===== src/rtl/tprq_pkg.sv =====
// ----------------------------------------------------------------------------
// tprq_pkg: shared types and constants of the thread priority ready queue
// Entry layout, operation codes, status codes and sequencer states.
// ----------------------------------------------------------------------------
package tprq_pkg;

	localparam int MAX_ENTRIES  = 16;
	localparam int ID_BITS      = 8;
	localparam int QUANTUM_BITS = 16;
	localparam int IDX_BITS     = $clog2(MAX_ENTRIES);
	localparam int CNT_BITS     = $clog2(MAX_ENTRIES + 1);
	localparam int ENTRY_BITS   = ID_BITS + QUANTUM_BITS + 2 + 1 + ID_BITS;

	localparam logic [2:0] FUNC_ENQ    = 3'd0;
	localparam logic [2:0] FUNC_DEQ    = 3'd1;
	localparam logic [2:0] FUNC_WAKE   = 3'd2;
	localparam logic [2:0] FUNC_CHKFIN = 3'd3;
	localparam logic [2:0] FUNC_LOOKUP = 3'd4;
	localparam logic [2:0] FUNC_SETST  = 3'd5;

	localparam logic [1:0] ST_RUN   = 2'd0;
	localparam logic [1:0] ST_SLEEP = 2'd1;
	localparam logic [1:0] ST_DONE  = 2'd2;

	typedef struct packed {
		logic [ID_BITS-1:0]      tid;
		logic [QUANTUM_BITS-1:0] quantum;
		logic [1:0]              status;
		logic                    wait_valid;
		logic [ID_BITS-1:0]      wait_id;
	} entry_t;

	typedef enum logic [2:0] {
		S_IDLE,
		S_SCAN,
		S_MOVE_RD,
		S_MOVE_WR,
		S_PUT,
		S_DONE
	} state_t;

endpackage


===== src/rtl/tprq_ram.sv =====
// ----------------------------------------------------------------------------
// tprq_ram: generic single-port-write, single-port-read RAM
// One write and one registered read per cycle.
// ----------------------------------------------------------------------------
module tprq_ram #(
	parameter int WIDTH = 8,
	parameter int DEPTH = 16
) (
	input  logic                     clk,
	input  logic                     we,
	input  logic [$clog2(DEPTH)-1:0] waddr,
	input  logic [WIDTH-1:0]         wdata,
	input  logic [$clog2(DEPTH)-1:0] raddr,
	output logic [WIDTH-1:0]         rdata
);

	logic [WIDTH-1:0] mem [DEPTH];

	// write port and registered read port
	always_ff @(posedge clk) begin
		if (we) begin
			mem[waddr] <= wdata;
		end
		rdata <= mem[raddr];
	end

endmodule


===== src/rtl/thread_priority_ready_queue.sv =====
// ----------------------------------------------------------------------------
// thread_priority_ready_queue: ready queue sorted by quantum used
// Entry table in one RAM, scanned by a small sequencer one entry a cycle.
// ----------------------------------------------------------------------------
// Usage:
//  s_axis carries one operation per transfer; tdata holds func, thread_id,
//  quantum, status, waiting_valid and waiting_id. m_axis returns exactly one
//  result per operation; tdata holds found, the entry fields and error.
//  Only one operation is in flight: s_axis_tready is high only while idle with no result waiting.
//  Steps per operation: lookup and set status scan one read a cycle until
//   the thread id is found (set status writes it back) or the table ends;
//   wake and check finished scan the whole table, wake writing back each
//   match in the same pass. enqueue scans to the insert point, then takes a
//   read and a write state per shifted entry, then S_PUT. dequeue scans to
//   the first runnable entry, then takes a read and a write state per entry
//   moved up. All end in S_DONE, which loads the result. Worst case: an
//   enqueue at the head of a table holding MAX_ENTRIES - 1 entries.
//  The next operation can be taken in the cycle after the result transfer.
//  All entries pass the single RAM port pair (one read, one write per cycle).
//  Reset clears the entry count, state and output valid, not the table RAM.
//  When m_axis_tready is low the result is held in the output register and
//  no new operation is accepted until it is taken.
// ----------------------------------------------------------------------------
module thread_priority_ready_queue
	import tprq_pkg::*;
(
	input  logic         clk,
	input  logic         arst_n,
	input  logic         s_axis_tvalid,
	output logic         s_axis_tready,
	// func[2:0], thread_id[10:3], quantum[26:11], status[28:27],
	// waiting_valid[29], waiting_id[37:30], zero fill [39:38]
	input  logic [39:0]  s_axis_tdata,
	output logic         m_axis_tvalid,
	input  logic         m_axis_tready,
	// found[0], out_thread_id[8:1], out_quantum[24:9], out_status[26:25],
	// out_waiting_valid[27], out_waiting_id[35:28], error[36], zero fill [39:37]
	output logic [39:0]  m_axis_tdata
);

	state_t state_q, state_d;

	// operation registers
	logic [2:0]              func_q;
	logic [ID_BITS-1:0]      id_q;
	entry_t                  new_q;
	logic [CNT_BITS-1:0]     count_q;
	logic [CNT_BITS-1:0]     ptr_q;   // scan or move index
	logic [CNT_BITS-1:0]     pos_q;   // insert or remove position
	logic                    rd_pend_q;
	logic [IDX_BITS-1:0]     rd_idx_q;

	// result registers
	logic                    found_q;
	logic                    err_q;
	entry_t                  res_q;
	logic                    out_valid_q;

	// RAM port
	logic                    we;
	logic [IDX_BITS-1:0]     waddr, raddr;
	entry_t                  wdata, rdata;

	tprq_ram #(.WIDTH(ENTRY_BITS), .DEPTH(MAX_ENTRIES)) u_ram (
		.clk   (clk),
		.we    (we),
		.waddr (waddr),
		.wdata (wdata),
		.raddr (raddr),
		.rdata (rdata)
	);

	logic s_fire;
	assign s_fire        = s_axis_tvalid && s_axis_tready;
	assign s_axis_tready = (state_q == S_IDLE) && !out_valid_q;

	// scan decisions on the entry read last cycle
	logic id_hit, run_hit, wake_hit, done_hit, enq_hit;
	logic [IDX_BITS-1:0] scan_idx;
	assign scan_idx = rd_idx_q;
	assign id_hit   = rdata.tid == id_q;
	assign run_hit  = rdata.status == ST_RUN;
	assign wake_hit = rdata.status == ST_SLEEP && rdata.wait_valid && rdata.wait_id == id_q;
	assign done_hit = id_hit && rdata.status == ST_DONE;
	assign enq_hit  = (scan_idx == '0) ? (new_q.quantum < rdata.quantum)
	                                   : !(rdata.quantum < new_q.quantum);

	entry_t woken;
	always_comb begin
		woken            = rdata;
		woken.status     = ST_RUN;
		woken.wait_valid = 1'b0;
		woken.wait_id    = '0;
	end

	entry_t set_e;
	always_comb begin
		set_e            = rdata;
		set_e.status     = new_q.status;
		set_e.wait_valid = new_q.wait_valid;
		set_e.wait_id    = new_q.wait_id;
	end

	// next state, RAM control and result updates
	logic                found_d, err_d, rd_pend_d, out_load;
	entry_t              res_d;
	logic [CNT_BITS-1:0] ptr_d, pos_d, count_d;

	always_comb begin
		state_d   = state_q;
		we        = 1'b0;
		waddr     = scan_idx;
		wdata     = rdata;
		raddr     = ptr_q[IDX_BITS-1:0];
		rd_pend_d = 1'b0;
		ptr_d     = ptr_q;
		pos_d     = pos_q;
		count_d   = count_q;
		found_d   = found_q;
		err_d     = err_q;
		res_d     = res_q;
		out_load  = 1'b0;
		case (state_q)
			S_IDLE: begin
				if (s_fire) begin
					ptr_d   = '0;
					found_d = 1'b0;
					err_d   = 1'b0;
					res_d   = '0;
					if (s_axis_tdata[2:0] == FUNC_ENQ && count_q == CNT_BITS'(MAX_ENTRIES)) begin
						err_d   = 1'b1;
						state_d = S_DONE;
					end else if (s_axis_tdata[2:0] > FUNC_SETST) begin
						state_d = S_DONE;
					end else begin
						state_d = S_SCAN;
					end
				end
			end
			S_SCAN: begin
				// issue next read, evaluate the previous one
				if (ptr_q < count_q) begin
					rd_pend_d = 1'b1;
					ptr_d     = ptr_q + 1'b1;
				end
				if (rd_pend_q) begin
					case (func_q)
						FUNC_ENQ: begin
							if (enq_hit) begin
								pos_d     = CNT_BITS'(scan_idx);
								ptr_d     = count_q;
								rd_pend_d = 1'b0;
								state_d   = S_MOVE_RD;
							end
						end
						FUNC_DEQ: begin
							if (run_hit) begin
								found_d   = 1'b1;
								res_d     = rdata;
								ptr_d     = CNT_BITS'(scan_idx) + 1'b1;
								rd_pend_d = 1'b0;
								state_d   = S_MOVE_RD;
							end
						end
						FUNC_WAKE: begin
							if (wake_hit) begin
								we      = 1'b1;
								wdata   = woken;
								found_d = 1'b1;
							end
						end
						FUNC_CHKFIN: begin
							if (done_hit) begin
								found_d = 1'b1;
							end
						end
						FUNC_LOOKUP: begin
							if (id_hit) begin
								found_d   = 1'b1;
								res_d     = rdata;
								rd_pend_d = 1'b0;
								state_d   = S_DONE;
							end
						end
						FUNC_SETST: begin
							if (id_hit) begin
								we        = 1'b1;
								wdata     = set_e;
								found_d   = 1'b1;
								res_d     = set_e;
								rd_pend_d = 1'b0;
								state_d   = S_DONE;
							end
						end
						default: begin
							state_d = S_DONE;
						end
					endcase
				end
				// end of table reached with nothing pending
				if (state_d == S_SCAN && !rd_pend_d) begin
					if (func_q == FUNC_ENQ) begin
						pos_d   = count_q;
						state_d = S_PUT;
					end else begin
						state_d = S_DONE;
					end
				end
			end
			S_MOVE_RD: begin
				// enqueue shifts down from the tail, dequeue shifts up
				if (func_q == FUNC_ENQ) begin
					if (ptr_q == pos_q) begin
						state_d = S_PUT;
					end else begin
						raddr   = IDX_BITS'(ptr_q - 1'b1);
						state_d = S_MOVE_WR;
					end
				end else begin
					if (ptr_q >= count_q) begin
						count_d = count_q - 1'b1;
						state_d = S_DONE;
					end else begin
						raddr   = ptr_q[IDX_BITS-1:0];
						state_d = S_MOVE_WR;
					end
				end
			end
			S_MOVE_WR: begin
				we = 1'b1;
				if (func_q == FUNC_ENQ) begin
					waddr = ptr_q[IDX_BITS-1:0];
					ptr_d = ptr_q - 1'b1;
				end else begin
					waddr = IDX_BITS'(ptr_q - 1'b1);
					ptr_d = ptr_q + 1'b1;
				end
				state_d = S_MOVE_RD;
			end
			S_PUT: begin
				we      = 1'b1;
				waddr   = pos_q[IDX_BITS-1:0];
				wdata   = new_q;
				count_d = count_q + 1'b1;
				state_d = S_DONE;
			end
			S_DONE: begin
				out_load = 1'b1;
				state_d  = S_IDLE;
			end
			default: begin
				state_d = S_IDLE;
			end
		endcase
	end

	// control registers
	always_ff @(posedge clk or negedge arst_n) begin
		if (!arst_n) begin
			state_q     <= S_IDLE;
			count_q     <= '0;
			rd_pend_q   <= 1'b0;
			out_valid_q <= 1'b0;
		end else begin
			state_q   <= state_d;
			count_q   <= count_d;
			rd_pend_q <= rd_pend_d;
			if (out_load) begin
				out_valid_q <= 1'b1;
			end else if (m_axis_tready) begin
				out_valid_q <= 1'b0;
			end
		end
	end

	// payload registers
	always_ff @(posedge clk) begin
		if (s_fire) begin
			func_q             <= s_axis_tdata[2:0];
			id_q               <= s_axis_tdata[10:3];
			new_q.tid          <= s_axis_tdata[10:3];
			new_q.quantum      <= s_axis_tdata[26:11];
			new_q.status       <= s_axis_tdata[28:27];
			new_q.wait_valid   <= s_axis_tdata[29];
			new_q.wait_id      <= s_axis_tdata[37:30];
		end
		ptr_q    <= ptr_d;
		pos_q    <= pos_d;
		rd_idx_q <= raddr;
		found_q  <= found_d;
		err_q    <= err_d;
		res_q    <= res_d;
	end

	assign m_axis_tvalid = out_valid_q;
	assign m_axis_tdata  = {3'b000, err_q, res_q.wait_id, res_q.wait_valid, res_q.status,
	                        res_q.quantum, res_q.tid, found_q};

endmodule

===== config.mk =====
export PLATFORM = sky130hd
export DESIGN_NAME = thread_priority_ready_queue
export DESIGN_NICKNAME = d
export VERILOG_FILES = /design/src/rtl/tprq_pkg.sv /design/src/rtl/tprq_ram.sv /design/src/rtl/thread_priority_ready_queue.sv
export SDC_FILE = /design/constraint.sdc
export NUM_CORES = 1
export LEC_CHECK = 0
export BUFFER_PORTS_ARGS = -buffer_cell sky130_fd_sc_hd__buf_2
export CAP_MARGIN = 20
export CORE_ASPECT_RATIO = 0.5
export CORE_MARGIN = 4
export CORE_UTILIZATION = 45
export DETAILED_ROUTE_END_ITERATION = 16
export PLACE_DENSITY = 0.58
export REMOVE_ABC_BUFFERS = 1
export SYNTH_ARGS = -nofsm -noshare
export SYNTH_HDL_FRONTEND = slang
export SYNTH_SLANG_ARGS = --single-unit

===== constraint.sdc =====
create_clock -name clk -period 5.72 [get_ports clk]
set_input_delay 0.572 -clock clk [delete_from_list [all_inputs] [get_ports clk]]
set_output_delay 0.572 -clock clk [all_outputs]
set_load 0.01 [all_outputs]

; After elaboration in Yosys (flattened, before gate mapping)
; Memories as Yosys holds them, arrays and structs flattened. A register that Yosys moved wholly into a read port is not among the register bits.
; Index checks and enable logic that the tools add are counted.
[op_classes]
mux = 76
addsub = 5
reduce_logical = 27
n_eq_ne = 29
order_cmp = 5
[ops]
columns = cell, count
row1 = $mux 35, 5
row2 = $pmux 35 s2, 2
row3 = $pmux 35 s3, 1
row4 = $mux 5, 13
row5 = $mux 3, 12
row6 = $mux 11, 3
row7 = $lt 16x16->1, 2
row8 = $mux 1, 24
row9 = $pmux 11 s2, 1
row10 = $pmux 5 s2, 2
row11 = $ne 3x3->1 const B, 6
row12 = $eq 8x8->1, 2
row13 = $mux 4, 4
row14 = $pmux 3 s5, 1
row15 = $pmux 5 s3, 1
row16 = $eq 3x2->1 const B, 4
row17 = $eq 3x3->1 const B, 4
row18 = $pmux 3 s4, 1
row19 = $add 5x1->5 const B, 2
row20 = $sub 5x1->5 const B, 2
row21 = $eq 3x1->1 const B, 3
row22 = $logic_not 3->1, 3
row23 = $ne 2x2->1 const B, 4
row24 = $pmux 4 s2, 1
row25 = other kinds (24), 39
[totals]
word_cells = 163
memories = 1
output_inout_bits = 42
mem_bits_rw = 560
register_bits = 99
input_bits = 44
[memory_table]
columns = name, depth, word_bits, read_ports, rd_ports_with_merged_regs, wr, line
row1 = u_ram.mem, 16, 35, 1, 1, 1, tprq_ram.sv:17  ; logic [WIDTH-1:0] mem [DEPTH];

; Logic depth before layout (Yosys ltp)
[depth]
depth_word = 11
ltp_mapped = 13
ltp_nobuf = 10

; Hierarchy
; From an unflattened synthesis, not the netlist that was laid out.
[unflattened]
cells_unflattened = 1494
area_unflattened_um2 = 27910.5
[modules_own_cells]
columns = module, cells_per_inst, n_inst, area_per_inst_um2
row1 = tprq_ram, 914, 1, 22052.4
row2 = thread_priority_ready_queue, 580, 1, 5858.1

; Least setup slack after synthesis
; No wires, ideal clock.
[synth_timing]
path_kind = register to register
from = register ptr_q[1]
to = memory u_ram.mem[15][0] in the netlist's numbering, enable pin
stages_incl_launch_ff = 9
t_required_ps = 5293
path_slack_ps = 1709
period_less_slack_ps = 4011
n_path_buf = 2
arrival_ps = 3583
path_cell_list = edfxtp_1 -> clkinv_1 -> clkbuf_1 -> clkbuf_1 -> ha_1 -> a211oi_1 -> a221oi_1 -> or2_2 -> nor2_1
[synth_between]
elab_chain_len = 3
[synth_rtl]
columns = element, line
row1 = "start, declared", thread_priority_ready_queue.sv:48  ; logic [CNT_BITS-1:0] ptr_q;
row2 = "start signal, assigned", thread_priority_ready_queue.sv:287  ; ptr_q <= ptr_d;
row3 = $sub 5x1->5, thread_priority_ready_queue.sv:235  ; waddr = IDX_BITS'(ptr_q - 1'b1);
row4 = $mux 4 *, thread_priority_ready_queue.sv:231  ; if (func_q == FUNC_ENQ) begin
row5 = $pmux 4 s2 *, thread_priority_ready_queue.sv:123  ; case (state_q)
row6 = "end, declared", tprq_ram.sv:17
; Every way passes the cells marked *; elsewhere a longest branch is shown, timed or not.

; Worst setup path after layout
[layout_timing]
from = register ptr_q[0]
to = memory u_ram.mem[1][11] in the netlist's numbering, enable pin
; Same word-level chain as after synthesis.

==> results.ini <==
[cells_and_area]
final_cells=3438
diodes=0
finalInstanceArea_um2=35500
area_delta_synth_final_pct=11.2
postLayoutCoreUtil_pct=51.0
seqCellArea_um2=20400
final_nets=2516
num-fill-cells=5930
multiInputGateArea_um2=10400
layout-drive-gt1-share_pct=13.4

[power_and_ir_drop]
clkPwrFrac_pct=23.9
combPwrFrac_pct=35.2
fin_total_pwr_mw=18.6
p_int_mw=11.9
power_density_nw_per_um2=526
p_seq_share_pct=40.9
power.share.switching_pct=36.2
worst_ir_drop_vdd_mv=0.425
switching_power_mw=6.76
total_leakage_power_nw=11.0

[critical_path]
crit_buf_inv=2
cp_max_fo=28
worst_setup_path_end_kind=flop
max_stage_delay_ns=0.79
path_class=flop to flop
cpMaxStageDelayCell=ha_1
cp-start-kind=flop
path_cells=inv_2 > ha_1 > a211oi_1 > a221oi_1 > nand2b_1 > nor2_4 > buf_4
critPathTopFamily=buffers and inverters
cp.arrival_ns=4.46
required_ns=5.95

[sta]
slew_viol_final=0
fmax_mhz=237
worstMarginPinSlew_ns=1.25
slew_headroom_pct=16.8
setup_viol=0
rsz0062_at_grt=false
finalHoldViolations=0
period_minus_slack_ns=4.22
final.setup_skew_ns=0.0275
setup_ws_ns=1.50
fin_crit_sh_pct=73.8

[clock_network]
clk_pin_slew_worst_paths_ns=0.06
clk_latency_ns=0.62
cts.htree.levels=3
cts_tree=yes
post_cts_buffers=0
cts.sinks=694
cts_buffer_depth=3
cts_root_buffer=clkbuf_16
cts_buffers=67

[floorplan]
coreArea_um2=69600
start_util_pct=45.8
die_area_um2=75400
dieHeight_um=196
ioPinCount=86
rows=68
die_w_um=384

[logic_synthesis]
synth_largest_type_area_fraction_pct=60.7
ys_seq_elements=694
synthArstFlopShare_pct=1.44
synthFlopType=edfxtp_1
synthCells=2455
ys_types=76
ys_seq_area_share_pct=64.0
synth_top_area_cell=edfxtp_1
avgSynthCellArea_um2=13.0
netlist_area_um2=31900
ys.warnings.count=0
synth_edf_count=645
synth_area_leaders=edfxtp_1, o32ai_1, nor2_1, o22ai_1, dfxtp_1

[global_routing]
grt_pass1_vias=21500
grt_first_pass_wirelength_um=133000
grt_usage_pct=23.3
grt_max_degree=223
grt-ovfl-total=0
antenna_found_initial=0

[routing]
firstDrtPassIters=6
postRouteAntennaNets=0
drt-vias-per-instance=6.70
wl_per_cell_um=26.4
drc=0
wl_um=90700
vias=23000
drtIter0Drc=2683

[hold_path]
holdCritPathClass=input pin to flop

[place]
dp_hpwl_um=49000
portBuffers=80
dp_worst_setup_slack_ns=1.50
place_congestion=0.796
placed_cell_area_um2=33200
dp.cells=3313

[flow_run]
cap_violations=0

[outcome]
outcome=finished clean

[layout make-up]
cell class	instances	area share [%]
Clock buffer	93	5.35
Clock inverter	28	0.769
Inverter	36	0.413
Multi-Input combinational cell	1486	29.4
Sequential cell	694	57.5
Tap cell	945	3.33
Timing Repair Buffer	156	3.17
[layout by cell type, fill, tap and decap left out, types with 13 or more instances in the layout]
cell type	instances
a211oi_1	14
a21oi_1	32
and2_1	28
buf_2	80
buf_4	63
clkbuf_1	17
clkbuf_16	70
clkinv_2	13
dfxtp_1	39
edfxtp_1	645
ha_1	30
inv_1	30
mux2i_1	19
nand2_1	104
nor2_1	307
nor2_4	16
nor4_1	16
nor4_2	21
o21ai_0	33
o22ai_1	140
o32ai_1	547
xnor2_1	27
[per-stage QoR]
stage          hold WS, ns  TNS [ns]
5_1_grt             0.0925         0
6_report             0.124         0
3_5_place_dp         0.452         0
3_3_place_gp         0.450         0
2_1_floorplan        0.276  -5612.84
4_1_cts             0.0808         0
[flip-flops by register name, summed over array words and instances, names as in the netlist]
| signal | cells |
|---|---|
| state_q | 3 |
| func_q | 3 |
| err_q | 1 |
| rd_idx_q | 4 |
| m_axis_tdata | 35 |
| pos_q | 5 |
| count_q | 5 |
| ptr_q | 5 |
| rd_pend_q | 1 |
| found_q | 1 |
| u_ram.mem | 560 |
| m_axis_tvalid | 1 |
| new_q | 35 |
| u_ram.rdata | 35 |
[logic make-up (layout without fill, tap and decap cells)]
family / Yosys count / after routing / synth area share (%)
compound gates: 825 / 825 / 20.8
flops: 694 / 694 / 64.0
simple gates: 566 / 566 / 8.32
buf+inv: 277 / 313 / 3.79
xor+xnor: 38 / 38 / 1.13
fa+ha+maj: 31 / 31 / 1.24
mux: 23 / 23 / 0.738
other cells: 1 / 3 / 0.0118
[layer usage]
layer  up-vias  global-route usage [%]  part of all wire [%]
met5         -                       0                     0
met4         0                    7.19                   2.5
met3       137                    4.43                   8.9
met2      1045                    34.7                    44
met1     11700                    34.7                    45
li1      10200                       -                     -
[Yosys cell counts (3+ instances only)]
| master | instances |
|---|---|
| nand2b_1 | 6 |
| a211oi_1 | 14 |
| mux2i_1 | 19 |
| o211ai_1 | 4 |
| inv_1 | 30 |
| o311ai_0 | 5 |
| buf_2 | 90 |
| a21o_1 | 6 |
| and2_1 | 30 |
| a32o_1 | 9 |
| xor2_1 | 9 |
| nor2b_1 | 12 |
| ha_1 | 30 |
| nor3_1 | 7 |
| nor4_2 | 21 |
| nand3_1 | 12 |
| a211o_1 | 3 |
| o21ai_0 | 35 |
| edfxtp_1 | 645 |
| or2_2 | 3 |
| nand4_1 | 11 |
| xnor2_1 | 27 |
| clkbuf_1 | 135 |
| a21oi_1 | 32 |
| dfrtp_1 | 10 |
| buf_4 | 14 |
| o32ai_1 | 547 |
| nor2_1 | 323 |
| mux2_2 | 4 |
| o2bb2ai_1 | 3 |
| o22ai_1 | 140 |
| nand3_2 | 6 |
| dfxtp_1 | 39 |
| nor4_1 | 16 |
| nand2_1 | 105 |
[path summary, 6_finish.rpt]
check | slack [ns] | start | to | cells after the start
setup / recovery | 1.50 | ptr_q[0] | u_ram.mem[1][11] | 7
hold / removal | 0.12 | s_axis_tdata[22] | new_q[22] | 1
setup reg to reg | 1.50 | ptr_q[0] | u_ram.mem[1][11] | 7
hold reg to reg | 0.57 | u_ram.rdata[19] | m_axis_tdata[17] | 1
max in group asynchronous | 5.16 | arst_n | count_q[2] | 2
min in group asynchronous | 0.36 | arst_n | m_axis_tvalid | 2
[power by group through the flow]
stage	registers [mW]	clock network, mW	logic (mW)
floorplan	7.81	0	4.03
global placement	7.71	0	6.39
detailed placement	7.72	0	6.49
CTS	7.62	4.52	6.51
global route	7.69	4.74	7.15
finish	7.62	4.45	6.57
[timing repair]
action	4_1_cts	5_1_grt
hold endpoints to repair	10	0
hold buffers	1	0
resized for setup	0	0
(Power assumes the default switching activity.)
